<file path="config.mk">
export PLATFORM = sky130hd
export DESIGN_NAME = stq_cell
export DESIGN_NICKNAME = d
export VERILOG_FILES = /design/src/rtl/stq_pkg.sv /design/src/rtl/stq_cell.sv
export SDC_FILE = /design/constraint.sdc
export NUM_CORES = 1
export LEC_CHECK = 0
export BUFFER_PORTS_ARGS = -buffer_cell sky130_fd_sc_hd__clkbuf_2
export CAP_MARGIN = 20
export CORE_ASPECT_RATIO = 0.5
export CORE_UTILIZATION = 38
export CTS_BUF_LIST = sky130_fd_sc_hd__clkbuf_8 sky130_fd_sc_hd__clkbuf_16
export CTS_CLUSTER_DIAMETER = 40
export DETAILED_ROUTE_END_ITERATION = 7
export MAX_ROUTING_LAYER = met4
export PLACE_DENSITY = 0.7
export SLEW_MARGIN = 20
export SYNTH_ARGS = -nofsm -noshare
export SYNTH_HDL_FRONTEND = slang
export SYNTH_SLANG_ARGS = --single-unit
export TNS_END_PERCENT = 30
</file>
<file path="constraint.sdc">
create_clock -name clk -period 6.1 [get_ports clk]
set_clock_uncertainty 0.05 [all_clocks]
set_input_delay 0.305 -clock clk [delete_from_list [all_inputs] [get_ports clk]]
set_output_delay 0.305 -clock clk [all_outputs]
set_load 0.02 [all_outputs]
</file>
<file path="src/rtl/stq_pkg.sv">
// Shared types and constants for the sorted timestamp queue.
package stq_pkg;

	localparam int STAMP_W = 64;
	localparam int OCC_W   = 7;

	localparam logic [STAMP_W-1:0] NO_STAMP = {1'b1, {(STAMP_W-1){1'b0}}};

	typedef enum logic [1:0] {
		CMD_INSERT = 2'd0,
		CMD_POP    = 2'd1,
		CMD_CLEAR  = 2'd2
	} cmd_t;

	typedef struct packed {
		logic ins;
		logic pop;
	} stq_ctl_t;

endpackage

</file>
<file path="src/rtl/stq_cell.sv">
// One cell of the sorted row: holds one timestamp and shifts with its neighbors.
module stq_cell import stq_pkg::*; (
	input  logic                      clk,
	input  stq_ctl_t                  ctl,
	input  logic signed [STAMP_W-1:0] stamp,
	input  logic                      occupied,
	input  logic                      first_free,
	input  logic                      left_gt,
	input  logic signed [STAMP_W-1:0] left_val,
	input  logic signed [STAMP_W-1:0] right_val,
	output logic                      gt,
	output logic signed [STAMP_W-1:0] val
);

	logic signed [STAMP_W-1:0] val_q;

	assign gt  = occupied && (val_q > stamp);
	assign val = val_q;

	always_ff @(posedge clk) begin
		if (ctl.ins) begin
			if (left_gt) begin
				val_q <= left_val;
			end else if (gt || first_free) begin
				val_q <= stamp;
			end
		end else if (ctl.pop) begin
			val_q <= right_val;
		end
	end

endmodule

</file>
==> metrics.json, run 1 <==
{
  "post-dp-hpwl": {"value": 10910, "unit": "um"},
  "maximum_number_of_pins_on_one_net_before_global_route_repair": {"value": 90},
  "power.net_switching": {"value": 482.0, "unit": "uW"},
  "synth_largest_area_cell": {"value": "sky130_fd_sc_hd__edfxtp_1"},
  "root_buffer": {"value": "sky130_fd_sc_hd__clkbuf_16"},
  "yosys_warnings": {"value": 0},
  "layout_worst_path_cycle_share": {"value": 0.6062},
  "number_of_enable_type_register_cells_in_the_synthesized_netlist": {"value": 64},
  "commonest_cells_after_routing_fill_and_taps_aside": {"value": "260 x sky130_fd_sc_hd__clkbuf_2, 89 x sky130_fd_sc_hd__a21oi_1, 70 x sky130_fd_sc_hd__nor2_1, 65 x sky130_fd_sc_hd__inv_1, 65 x sky130_fd_sc_hd__mux2i_1"},
  "tritoncts": {"value": "done"},
  "std_cell_rows": {"value": 28},
  "route.antenna.remaining_nets": {"value": 0},
  "htree_num_levels": {"value": 3},
  "wl": {"value": 13410, "unit": "um"},
  "ir_worst_vdd": {"value": 200.2, "unit": "uV"},
  "worstPathArrival": {"value": 3430, "unit": "ps"},
  "via_count_of_the_first_global_routing_pass": {"value": 4292},
  "worstSetupStartpointType": {"value": "flip-flop"},
  "pwr-share-seq": {"value": 0.359},
  "tns": {"value": 0, "unit": "ps"},
  "register_bit_count_reported_by_yosys": {"value": 64},
  "power.density": {"value": 240.0, "unit": "nW/um^2"},
  "power.switching_fraction": {"value": 0.2985},
  "grt_use_total": {"value": 0.1997},
  "cts-root-to-sink-buffers": {"value": 2},
  "netlist_top_cells_area": {"value": "sky130_fd_sc_hd__edfxtp_1 39%, sky130_fd_sc_hd__ha_1 16%, sky130_fd_sc_hd__mux2i_1 13%, sky130_fd_sc_hd__a21oi_1 9.1%, sky130_fd_sc_hd__nor2_1 5.3%"},
  "synth_seq_area_share": {"value": 0.3906},
  "post_cts.resized_instances": {"value": 0},
  "leakagePower": {"value": 3.500, "unit": "nW"},
  "proportion_of_layout_cells_with_a_drive_suffix_above_1": {"value": 0.3728},
  "die-area": {"value": 13430, "unit": "um^2"},
  "grt-ovfl-total": {"value": 0},
  "number_of_clock_sinks": {"value": 64},
  "place.port_buffers": {"value": 262},
  "synth.net_count": {"value": 782},
  "fp.dieW": {"value": 162.9, "unit": "um"},
  "num_vias": {"value": 4655},
  "placement.cell_area": {"value": 6381, "unit": "um^2"},
  "gp_congestion": {"value": 0.8103},
  "post-cts-setup-buffers": {"value": 0},
  "outcome": {"value": "complete, no violations"},
  "yosysUniqueCellTypes": {"value": 36},
  "finalHoldViolCount": {"value": 0},
  "postSynth.topFlopCell": {"value": "sky130_fd_sc_hd__edfxtp_1"},
  "crit_type": {"value": "flip-flop to flip-flop"},
  "report.final.slew_viol_count": {"value": 0},
  "synthArstFlopShare": {"value": 0},
  "timing.fmax": {"value": 0.2704, "unit": "GHz"},
  "synth_top_area_frac": {"value": 0.3906},
  "num_io_pins": {"value": 263},
  "tightest_slew": {"value": 953.7, "unit": "ps"},
  "slew_headroom": {"value": 0.3642},
  "final_cell_area": {"value": 6726, "unit": "um^2"},
  "worstPathMaxFanout": {"value": 64},
  "grt_pass1_wl": {"value": 20140, "unit": "um"},
  "detail_route.first_pass.iterations": {"value": 4},
  "detail_route.wl_per_cell": {"value": 14.22, "unit": "um"},
  "mostFrequentLayoutCell": {"value": "sky130_fd_sc_hd__clkbuf_2"},
  "synthesis.area": {"value": 4920, "unit": "um^2"},
  "maxCapViolCount": {"value": 0},
  "antenna_found_initial": {"value": 0},
  "worst_skew_pair.late_latency": {"value": 320, "unit": "ps"},
  "post-route-min-period": {"value": 3698, "unit": "ps"},
  "die_h": {"value": 82.46, "unit": "um"},
  "floorplan.initialDensity": {"value": 0.4035},
  "final_nets": {"value": 1035},
  "post_synth_inst_count": {"value": 520},
  "placeableCoreArea": {"value": 12190, "unit": "um^2"},
  "antenna_cells_inserted": {"value": 0},
  "finalSetupViolations": {"value": 0},
  "internal-power": {"value": 1.133, "unit": "mW"},
  "cts_made_buffers": {"value": 9},
  "clkPwrFrac": {"value": 0.367},
  "hold_path_class": {"value": "input pin to flip-flop"},
  "detail_route.iter0.violations": {"value": 177},
  "worstSetupEndpointType": {"value": "flip-flop"},
  "worstPathRequired": {"value": 5830, "unit": "ps"},
  "largest_register_ffs": {"value": 64},
  "power": {"value": 1.615, "unit": "mW"},
  "area_delta_synth_final": {"value": 36.72, "unit": "%"},
  "power_frac_comb": {"value": 0.274},
  "post_synth.cell_area_avg": {"value": 9.461, "unit": "um^2"},
  "total_of_hold_buffers_inserted_after_clock_tree_synthesis": {"value": 0},
  "unrepaired_setup_endpoints_after_global_routing": {"value": "false"},
  "vias_per_cell": {"value": 4.936},
  "cts.reportedPaths.clkPinSlew": {"value": 60, "unit": "ps"},
  "post-route-drc-count": {"value": 0}
}
## path summary, 6_finish.rpt
| path | from | end | slack, ps | cells past startpoint |
|---|---|---|---|---|
| hold / removal | right_val[43] | val[43]$_DFFE_PP_ | 250 | 3 |
| setup reg to reg | val[54]$_DFFE_PP_ | val[37]$_DFFE_PP_ | 2400 | 8 |
| hold reg to reg | val[63]$_DFFE_PP_ | val[30]$_DFFE_PP_ | 1710 | 6 |
| setup / recovery | val[54]$_DFFE_PP_ | val[37]$_DFFE_PP_ | 2400 | 8 |
## power groups by stage
| stage | Combinational (mW) | Clock, mW | Sequential, mW |
|---|---|---|---|
| floorplan | 0.209 | 0 | 0.647 |
| global placement | 0.436 | 0 | 0.586 |
| detailed placement | 0.445 | 0 | 0.589 |
| CTS | 0.448 | 0.601 | 0.580 |
| global route | 0.493 | 0.619 | 0.586 |
| finish | 0.442 | 0.593 | 0.580 |
## final cells by class
| type | instances | area [um^2] |
|---|---|---|
| repair buffers | 264 | 1331 |
| clock inverters | 7 | 120.1 |
| fillers | 1128 | 5465 |
| clock buffers | 9 | 225.2 |
| well taps | 165 | 206.4 |
| multi-input cells | 369 | 2678 |
| flip-flops and latches | 64 | 1922 |
| inverters | 65 | 244.0 |
## through the flow
step           setup WS (ps)  hold WS (ps)  cells  utilization
3_3_place_gp            2522         574.4    927       0.5234
6_report                2402         250.0    943       0.5517
3_5_place_dp            2347         579.0    927       0.5234
2_1_floorplan           1774         480.5    520            -
5_1_grt                 2069         250.0    943       0.5517
4_1_cts                 2344         238.2    943       0.5517
## layer usage
layer / up-vias / track usage / part of all wire
li1: 2386 / - / -
met1: 2115 / 0.2274 / 0.42
met2: 128 / 0.3643 / 0.52
met3: 26 / 0.03197 / 0.036
met4: 0 / 0.06916 / 0.022
met5: - / - / 0
## worst max-delay path, cell delays in order (launching register included)
cell                       delay [ps]
sky130_fd_sc_hd__edfxtp_1         410
sky130_fd_sc_hd__ha_1             340
sky130_fd_sc_hd__nand4_1          200
sky130_fd_sc_hd__nor4_2           520
sky130_fd_sc_hd__nand4_1          220
sky130_fd_sc_hd__a31oi_1          270
sky130_fd_sc_hd__nor4_2           110
sky130_fd_sc_hd__mux2i_1          250
sky130_fd_sc_hd__nand3_4          750
## Yosys cell counts, types with 3 or more instances
library cell / count
sky130_fd_sc_hd__nand3_1: 5
sky130_fd_sc_hd__buf_1: 3
sky130_fd_sc_hd__a21oi_1: 89
sky130_fd_sc_hd__mux2i_1: 65
sky130_fd_sc_hd__nor3_1: 3
sky130_fd_sc_hd__o21ai_1: 6
sky130_fd_sc_hd__edfxtp_1: 64
sky130_fd_sc_hd__clkbuf_1: 14
sky130_fd_sc_hd__inv_1: 65
sky130_fd_sc_hd__o21ai_0: 6
sky130_fd_sc_hd__nor2_1: 70
sky130_fd_sc_hd__nand2_1: 19
sky130_fd_sc_hd__buf_2: 5
sky130_fd_sc_hd__ha_1: 64
sky130_fd_sc_hd__nand4_1: 15
## kinds of logic after synthesis
logic type,after synthesis,share of synthesized area
AOI/OAI and AO/OA,116,0.1310
muxes,65,0.1322
xor gates and xnor gates,1,0.001781
buffers and inverters,87,0.06765
and+or+nand+nor,123,0.1139
adders and majority gates,64,0.1628
DFF,64,0.3906
Note: power is estimated with default switching activity, not from simulation.
==> inputs of run 2 (changes only) <==
--- a/config.mk
+++ b/config.mk
@@ -5,6 +5,7 @@
 export SDC_FILE = /design/constraint.sdc
 export NUM_CORES = 1
 export LEC_CHECK = 0
+export ABC_AREA = 1
 export BUFFER_PORTS_ARGS = -buffer_cell sky130_fd_sc_hd__clkbuf_2
 export CAP_MARGIN = 20
 export CORE_ASPECT_RATIO = 0.5
@@ -13,7 +14,7 @@
 export CTS_CLUSTER_DIAMETER = 40
 export DETAILED_ROUTE_END_ITERATION = 7
 export MAX_ROUTING_LAYER = met4
-export PLACE_DENSITY = 0.7
+export PLACE_DENSITY = 0.72
 export SLEW_MARGIN = 20
 export SYNTH_ARGS = -nofsm -noshare
 export SYNTH_HDL_FRONTEND = slang
==> constraint.sdc (replaced) <==
create_clock -name clk -period 3.2 [get_ports clk]
set_clock_uncertainty 0.05 [all_clocks]
set_input_delay 0.16 -clock clk [delete_from_list [all_inputs] [get_ports clk]]
set_output_delay 0.16 -clock clk [all_outputs]
set_load 0.02 [all_outputs]
==> metrics.json, run 2 <==
{
  "detail_route.iter0.violations": {"value": 216},
  "worstPathCellList": {"value": "ha_4 -> nand2_1 -> inv_1 -> nand3_2 -> nor3_2 -> inv_1 -> nor2_2 -> nand2_1 -> clkinv_1 -> nand2_2 -> nand3_1 -> nand3_2 -> a21oi_4 -> buf_4"},
  "worst_skew_pair.late_latency": {"value": 320, "unit": "ps"},
  "ir_worst_vdd": {"value": 221.7, "unit": "uV"},
  "final_core_utilization": {"value": 0.5453},
  "final_cell_area": {"value": 6648, "unit": "um^2"},
  "total_of_hold_buffers_inserted_after_clock_tree_synthesis": {"value": 0},
  "num-fill-cells": {"value": 1171},
  "largest_register_ffs": {"value": 64},
  "worstSetupEndpointType": {"value": "flip-flop"},
  "unrepaired_setup_endpoints_after_global_routing": {"value": "false"},
  "gp_congestion": {"value": 0.8843},
  "detail_route.first_pass.iterations": {"value": 5},
  "hold_path.startpoint": {"value": "right_val[49]"},
  "register_bit_count_reported_by_yosys": {"value": 64},
  "maxUsedRoutingLayer": {"value": "met4"},
  "synth_largest_area_cell": {"value": "sky130_fd_sc_hd__edfxtp_1"},
  "detailroute.wirelength.met2": {"value": 7210, "unit": "um"},
  "synthesis.area": {"value": 4908, "unit": "um^2"},
  "post-cts-setup-buffers": {"value": 0},
  "worstPathMaxFanout": {"value": 22},
  "outcome": {"value": "complete, no violations"},
  "min_path_cells": {"value": 3},
  "antenna_found_initial": {"value": 0},
  "mostFrequentLayoutCell": {"value": "sky130_fd_sc_hd__clkbuf_2"},
  "place.port_buffers": {"value": 262},
  "route.antenna.remaining_nets": {"value": 0},
  "finalHoldViolCount": {"value": 0},
  "number_of_enable_type_register_cells_in_the_synthesized_netlist": {"value": 64},
  "proportion_of_layout_cells_with_a_drive_suffix_above_1": {"value": 0.3251},
  "regToRegEndpoint": {"value": "val[54]$_DFFE_PP_"},
  "postSynth.topFlopCell": {"value": "sky130_fd_sc_hd__edfxtp_1"},
  "floorplan.initialDensity": {"value": 0.4026},
  "num_io_pins": {"value": 263},
  "grt-ovfl-total": {"value": 0},
  "worstRegToRegCells": {"value": 14},
  "post-route-min-period": {"value": 2532, "unit": "ps"},
  "grt_use_total": {"value": 0.2202},
  "maxCapViolCount": {"value": 0},
  "root_buffer": {"value": "sky130_fd_sc_hd__clkbuf_16"},
  "internal-power": {"value": 1.861, "unit": "mW"},
  "cts-root-to-sink-buffers": {"value": 2},
  "critical_path.max_stage_delay": {"value": 430, "unit": "ps"},
  "finalSetupViolations": {"value": 0},
  "hold_path_class": {"value": "input pin to flip-flop"},
  "grt_pass1_wl": {"value": 22460, "unit": "um"},
  "via_count_of_the_first_global_routing_pass": {"value": 4932},
  "number_of_clock_sinks": {"value": 64},
  "placement.cell_area": {"value": 6402, "unit": "um^2"},
  "die_h": {"value": 82.37, "unit": "um"},
  "post_synth_inst_count": {"value": 637},
  "synthArstFlopShare": {"value": 0},
  "tightest_slew": {"value": 713.9, "unit": "ps"},
  "cp_slowest_cell": {"value": "sky130_fd_sc_hd__edfxtp_1"},
  "r2r_start": {"value": "val[63]$_DFFE_PP_"},
  "yosys_warnings": {"value": 0},
  "routed-wl-met3": {"value": 617, "unit": "um"},
  "synth_top_area_frac": {"value": 0.3915},
  "layout_worst_path_cycle_share": {"value": 0.7912},
  "post-route-drc-count": {"value": 0},
  "clkPwrFrac": {"value": 0.304},
  "htree_num_levels": {"value": 3},
  "maximum_number_of_pins_on_one_net_before_global_route_repair": {"value": 66},
  "tns": {"value": 0, "unit": "ps"},
  "num_vias": {"value": 5091},
  "detail_route.wl_per_cell": {"value": 13.45, "unit": "um"},
  "worstPathArrival": {"value": 2470, "unit": "ps"},
  "report.final.slew_viol_count": {"value": 0},
  "post-dp-hpwl": {"value": 11370, "unit": "um"},
  "wl": {"value": 14220, "unit": "um"},
  "vias_per_cell": {"value": 4.816},
  "fp.dieW": {"value": 162.7, "unit": "um"},
  "worstPathRequired": {"value": 3140, "unit": "ps"},
  "leakagePower": {"value": 3.551, "unit": "nW"},
  "timing.fmax": {"value": 0.3950, "unit": "GHz"},
  "power.switching_fraction": {"value": 0.3154},
  "cts.reportedPaths.clkPinSlew": {"value": 50, "unit": "ps"},
  "power_frac_comb": {"value": 0.295},
  "post_synth.cell_area_avg": {"value": 7.706, "unit": "um^2"},
  "netlist_top_cells_area": {"value": "sky130_fd_sc_hd__edfxtp_1 39%, sky130_fd_sc_hd__ha_1 16%, sky130_fd_sc_hd__nand2_1 9.9%, sky130_fd_sc_hd__o21ai_0 7.2%, sky130_fd_sc_hd__o21ai_1 6.5%"},
  "setup.reg_to_reg.worst_slack": {"value": 670, "unit": "ps"},
  "yosys.cell_count.top_type": {"value": "sky130_fd_sc_hd__nand2_1"},
  "post_cts.resized_instances": {"value": 0},
  "placeableCoreArea": {"value": 12190, "unit": "um^2"},
  "antenna_cells_inserted": {"value": 0},
  "commonest_cells_after_routing_fill_and_taps_aside": {"value": "262 x sky130_fd_sc_hd__clkbuf_2, 130 x sky130_fd_sc_hd__nand2_1, 82 x sky130_fd_sc_hd__inv_1, 82 x sky130_fd_sc_hd__nor2_1, 71 x sky130_fd_sc_hd__o21ai_0"},
  "cts_made_buffers": {"value": 9},
  "std_cell_rows": {"value": 28},
  "slew_headroom": {"value": 0.5234},
  "worstSetupStartpointType": {"value": "flip-flop"},
  "tritoncts": {"value": "done"},
  "final_nets": {"value": 1151},
  "synth.net_count": {"value": 899},
  "synth_seq_area_share": {"value": 0.3915},
  "yosysUniqueCellTypes": {"value": 23},
  "post_synth_most_frequent_cells": {"value": "130 x sky130_fd_sc_hd__nand2_1, 82 x sky130_fd_sc_hd__nor2_1, 80 x sky130_fd_sc_hd__inv_1, 71 x sky130_fd_sc_hd__o21ai_0"},
  "die-area": {"value": 13400, "unit": "um^2"},
  "power.density": {"value": 408.8, "unit": "nW/um^2"},
  "pwr-share-seq": {"value": 0.401},
  "power.net_switching": {"value": 857.1, "unit": "uW"},
  "wl_met1": {"value": 6053, "unit": "um"},
  "crit_type": {"value": "flip-flop to flip-flop"},
  "worst_hold_path.endpoint": {"value": "val[49]$_DFFE_PP_"},
  "area_delta_synth_final": {"value": 35.43, "unit": "%"}
}
-- run 2: cell count changes after synthesis, sizes merged, moves of 10 or more --
cell	change
a21oi	-59
clkbuf	+10
inv	+18
mux2i	-65
nand2	+113
nand4	-11
nor2	+13
o21ai	+123
-- run 2: stage by stage --
stage          hold WS, ps  power, mW  worst slack [ps]  cells
2_1_floorplan        301.2      1.579             16.78    637
5_1_grt              72.65      2.892             375.1   1057
3_5_place_dp         399.2      1.916             655.0   1043
3_3_place_gp         394.7      1.900             686.9   1043
6_report             78.13      2.718             668.3   1057
4_1_cts              68.49      2.752             645.1   1057
-- run 2: layer usage --
| layer | track usage | up-vias |
|---|---|---|
| met5 | - | - |
| met4 | 0.07944 | 0 |
| met3 | 0.03646 | 30 |
| met2 | 0.4013 | 154 |
| met1 | 0.2491 | 2278 |
| li1 | - | 2629 |
-- run 2: power groups by stage --
| stage | registers (mW) | logic (mW) | clock network [mW] |
|---|---|---|---|
| final | 1.09 | 0.802 | 0.825 |
| after global placement | 1.10 | 0.800 | 0 |
| after detailed placement | 1.11 | 0.808 | 0 |
| after CTS | 1.09 | 0.813 | 0.848 |
| after floorplan | 1.21 | 0.367 | 0 |
| after global routing | 1.10 | 0.909 | 0.882 |
-- run 2: worst max-delay path by stage --
stage                      start                 to  slack, ps  cells after the start
3_5_place_dp   val[11]$_DFFE_PP_  val[52]$_DFFE_PP_        660                     13
3_3_place_gp   val[15]$_DFFE_PP_  val[50]$_DFFE_PP_        690                     13
4_1_cts        val[11]$_DFFE_PP_  val[53]$_DFFE_PP_        650                     13
2_1_floorplan  val[63]$_DFFE_PP_   val[0]$_DFFE_PP_         20                     13
6_report       val[63]$_DFFE_PP_  val[54]$_DFFE_PP_        670                     14
5_1_grt        val[15]$_DFFE_PP_  val[50]$_DFFE_PP_        380                     13
-- run 2: final cells by class --
type / instances / area (um^2) / area share
Tap cell: 165 / 206.4 / 0.03106
Multi-Input combinational cell: 462 / 2590 / 0.3896
Clock buffer: 9 / 225.2 / 0.03388
Timing Repair Buffer: 268 / 1369 / 0.2059
Sequential cell: 64 / 1922 / 0.2891
Clock inverter: 5 / 20.02 / 0.003011
Inverter: 84 / 315.3 / 0.04743
-- run 2: cells by family (layout without fill, tap and decap cells) --
family / count (synthesis) / count (layout) / share of synthesized area
simple gates: 225 / 225 / 0.1802
compound gates: 173 / 173 / 0.1802
fa+ha+maj: 64 / 64 / 0.1631
buf+inv: 111 / 366 / 0.08488
flops: 64 / 64 / 0.3915
-- run 2: worst max-delay path: cells and delay by family (launching register included) --
family                     cells  cell delay (ps)
and+or+nand+nor                8              690
DFF                            1              430
AOI/OAI and AO/OA              1              200
buffers and inverters          4              510
adders and majority gates      1              300
==> inputs of run 3 (changes only) <==
==> constraint.sdc (replaced) <==
create_clock -name clk -period 2.2 [get_ports clk]
set_clock_uncertainty 0.05 [all_clocks]
set_input_delay 0.11 -clock clk [delete_from_list [all_inputs] [get_ports clk]]
set_output_delay 0.11 -clock clk [all_outputs]
set_load 0.02 [all_outputs]
==> metrics.json, run 3 (same netlist as run 2, synthesis figures left out) <==
{
  "worstSetupStartpointType": {"value": "flip-flop"},
  "root_buffer": {"value": "sky130_fd_sc_hd__clkbuf_16"},
  "slew_headroom": {"value": 0.5486},
  "timing.fmax": {"value": 0.3955, "unit": "GHz"},
  "num_io_pins": {"value": 263},
  "clkPwrFrac": {"value": 0.280},
  "worst_hold_path.endpoint": {"value": "val[52]$_DFFE_PP_"},
  "placement.cell_area": {"value": 6807, "unit": "um^2"},
  "power.density": {"value": 568.8, "unit": "nW/um^2"},
  "post-dp-hpwl": {"value": 11810, "unit": "um"},
  "grt-ovfl-total": {"value": 0},
  "die-area": {"value": 13400, "unit": "um^2"},
  "ir_worst_vdd": {"value": 337.5, "unit": "uV"},
  "detail_route.iter0.violations": {"value": 260},
  "min_path_cells": {"value": 3},
  "largest_register_ffs": {"value": 64},
  "mostFrequentLayoutCell": {"value": "sky130_fd_sc_hd__clkbuf_2"},
  "cts.reportedPaths.clkPinSlew": {"value": 50, "unit": "ps"},
  "fp.dieW": {"value": 162.7, "unit": "um"},
  "multiInputGateArea": {"value": 2864, "unit": "um^2"},
  "internal-power": {"value": 2.943, "unit": "mW"},
  "flip_flop_and_latch_area": {"value": 1922, "unit": "um^2"},
  "final_nets": {"value": 1223},
  "antenna_cells_inserted": {"value": 0},
  "crit_type": {"value": "flip-flop to flip-flop"},
  "gp_congestion": {"value": 0.8667},
  "worst_skew_pair.late_latency": {"value": 320, "unit": "ps"},
  "num_vias": {"value": 5475},
  "post-route-drc-count": {"value": 0},
  "worstRegToRegCells": {"value": 12},
  "outcome": {"value": "finished with violations"},
  "worstPathMaxFanout": {"value": 6},
  "power_frac_comb": {"value": 0.349},
  "number_of_clock_sinks": {"value": 64},
  "wl": {"value": 15850, "unit": "um"},
  "worstPathArrival": {"value": 2510, "unit": "ps"},
  "setup.reg_to_reg.worst_slack": {"value": -330, "unit": "ps"},
  "floorplan.initialDensity": {"value": 0.4026},
  "final_critical_path_setup_slack": {"value": -328.4, "unit": "ps"},
  "power.net_switching": {"value": 1.370, "unit": "mW"},
  "place.port_buffers": {"value": 262},
  "power": {"value": 4.313, "unit": "mW"},
  "detail_route.wl_per_cell": {"value": 14.04, "unit": "um"},
  "r2r_start": {"value": "val[47]$_DFFE_PP_"},
  "die_h": {"value": 82.37, "unit": "um"},
  "post-route-min-period": {"value": 2528, "unit": "ps"},
  "grt_use_total": {"value": 0.2328},
  "report.final.slew_viol_count": {"value": 0},
  "maximum_number_of_pins_on_one_net_before_global_route_repair": {"value": 65},
  "finalHoldViolCount": {"value": 0},
  "cts_made_buffers": {"value": 9},
  "proportion_of_layout_cells_with_a_drive_suffix_above_1": {"value": 0.4160},
  "hold_path.startpoint": {"value": "right_val[52]"},
  "regToRegEndpoint": {"value": "val[62]$_DFFE_PP_"},
  "failed_checks": {"value": "negative setup slack"},
  "worstSetupEndpointType": {"value": "flip-flop"},
  "power.switching_fraction": {"value": 0.3176},
  "detail_route.first_pass.iterations": {"value": 4},
  "antenna_found_initial": {"value": 0},
  "unrepaired_setup_endpoints_after_global_routing": {"value": "true"},
  "std_cell_rows": {"value": 28},
  "num-fill-cells": {"value": 1048},
  "final_cell_area": {"value": 7582, "unit": "um^2"},
  "commonest_cells_after_routing_fill_and_taps_aside": {"value": "261 x sky130_fd_sc_hd__clkbuf_2, 122 x sky130_fd_sc_hd__nand2_1, 78 x sky130_fd_sc_hd__inv_1, 78 x sky130_fd_sc_hd__nor2_1, 68 x sky130_fd_sc_hd__o21ai_0"},
  "leakagePower": {"value": 3.959, "unit": "nW"},
  "tritoncts": {"value": "done"},
  "maxCapViolCount": {"value": 0},
  "tightest_slew": {"value": 677.1, "unit": "ps"},
  "htree_num_levels": {"value": 3},
  "finalSetupViolations": {"value": 65},
  "layout_worst_path_cycle_share": {"value": 1.149},
  "route.antenna.remaining_nets": {"value": 0},
  "via_count_of_the_first_global_routing_pass": {"value": 5055},
  "placeableCoreArea": {"value": 12190, "unit": "um^2"},
  "pwr-share-seq": {"value": 0.371},
  "cts-root-to-sink-buffers": {"value": 2},
  "fin_worst_hold_slack": {"value": 22.07, "unit": "ps"},
  "grt_pass1_wl": {"value": 23500, "unit": "um"},
  "area_delta_synth_final": {"value": 54.47, "unit": "%"},
  "total_of_hold_buffers_inserted_after_clock_tree_synthesis": {"value": 0},
  "hold_path_class": {"value": "input pin to flip-flop"},
  "worstPathRequired": {"value": 2190, "unit": "ps"},
  "vias_per_cell": {"value": 4.849}
}
## run 3: per-stage QoR
step | util | setup WS (ps) | TNS (ps) | cells
2_1_floorplan | - | -967.9 | -61940 | 637
3_3_place_gp | 0.5583 | -301.8 | -18330 | 1094
3_5_place_dp | 0.5583 | -355.3 | -21760 | 1094
4_1_cts | 0.5929 | -358.7 | -19250 | 1117
5_1_grt | 0.6219 | -447.5 | -26360 | 1129
6_report | 0.6219 | -328.4 | -18620 | 1129
## run 3: power by group through the flow
stage,logic (mW),clock network (mW),registers (mW)
3_3_place_gp,1.29,0,1.60
4_1_cts,1.39,1.23,1.59
6_report,1.51,1.21,1.60
3_5_place_dp,1.32,0,1.61
5_1_grt,1.66,1.27,1.61
2_1_floorplan,0.540,0,1.76
## run 3: final cells by class
| type | instances | area share |
|---|---|---|
| Clock buffer | 9 | 0.02970 |
| Clock inverter | 5 | 0.002475 |
| Inverter | 84 | 0.04175 |
| Multi-Input combinational cell | 462 | 0.3777 |
| Sequential cell | 64 | 0.2535 |
| Tap cell | 165 | 0.02723 |
| Timing Repair Buffer | 340 | 0.2677 |
## run 3: what timing repair did
item                                    4_1_cts  5_1_grt
setup buffers                                 7       11
endpoints found under the setup margin       65       65
pin swaps                                     9       13
gates cloned                                  2        2
gates resized for setup                      19       38
## run 3: critical path, stage by stage (launching register included)
cell and delay [ps]:
sky130_fd_sc_hd__edfxtp_1 440, sky130_fd_sc_hd__ha_4 250, sky130_fd_sc_hd__a21oi_1 140, sky130_fd_sc_hd__o21ai_0 100, sky130_fd_sc_hd__a21oi_1 180, sky130_fd_sc_hd__nand2_2 90
sky130_fd_sc_hd__a21oi_4 180, sky130_fd_sc_hd__nand2_1 80, sky130_fd_sc_hd__nand2_2 70, sky130_fd_sc_hd__nand3_4 100, sky130_fd_sc_hd__a21oi_4 210, sky130_fd_sc_hd__buf_6 180
sky130_fd_sc_hd__clkbuf_16 160
## run 3: how the worst max path moves through the flow
stage / startpoint / to / slack, ps / cells past startpoint
floorplan: val[63]$_DFFE_PP_ / val[0]$_DFFE_PP_ / -970 / 13
global placement: val[9]$_DFFE_PP_ / val[49]$_DFFE_PP_ / -300 / 15
detailed placement: val[9]$_DFFE_PP_ / val[52]$_DFFE_PP_ / -360 / 15
CTS: val[63]$_DFFE_PP_ / gt / -360 / 15
global route: val[63]$_DFFE_PP_ / val[62]$_DFFE_PP_ / -450 / 13
finish: val[47]$_DFFE_PP_ / val[62]$_DFFE_PP_ / -330 / 12
## run 3: per-layer routing
layer  vias up  part of all wire  global-route usage
met4         0             0.019             0.08879
li1       2775                 -                   -
met5         -                 0                   -
met2       175              0.51              0.4115
met1      2501              0.42              0.2713
met3        24             0.050             0.03796
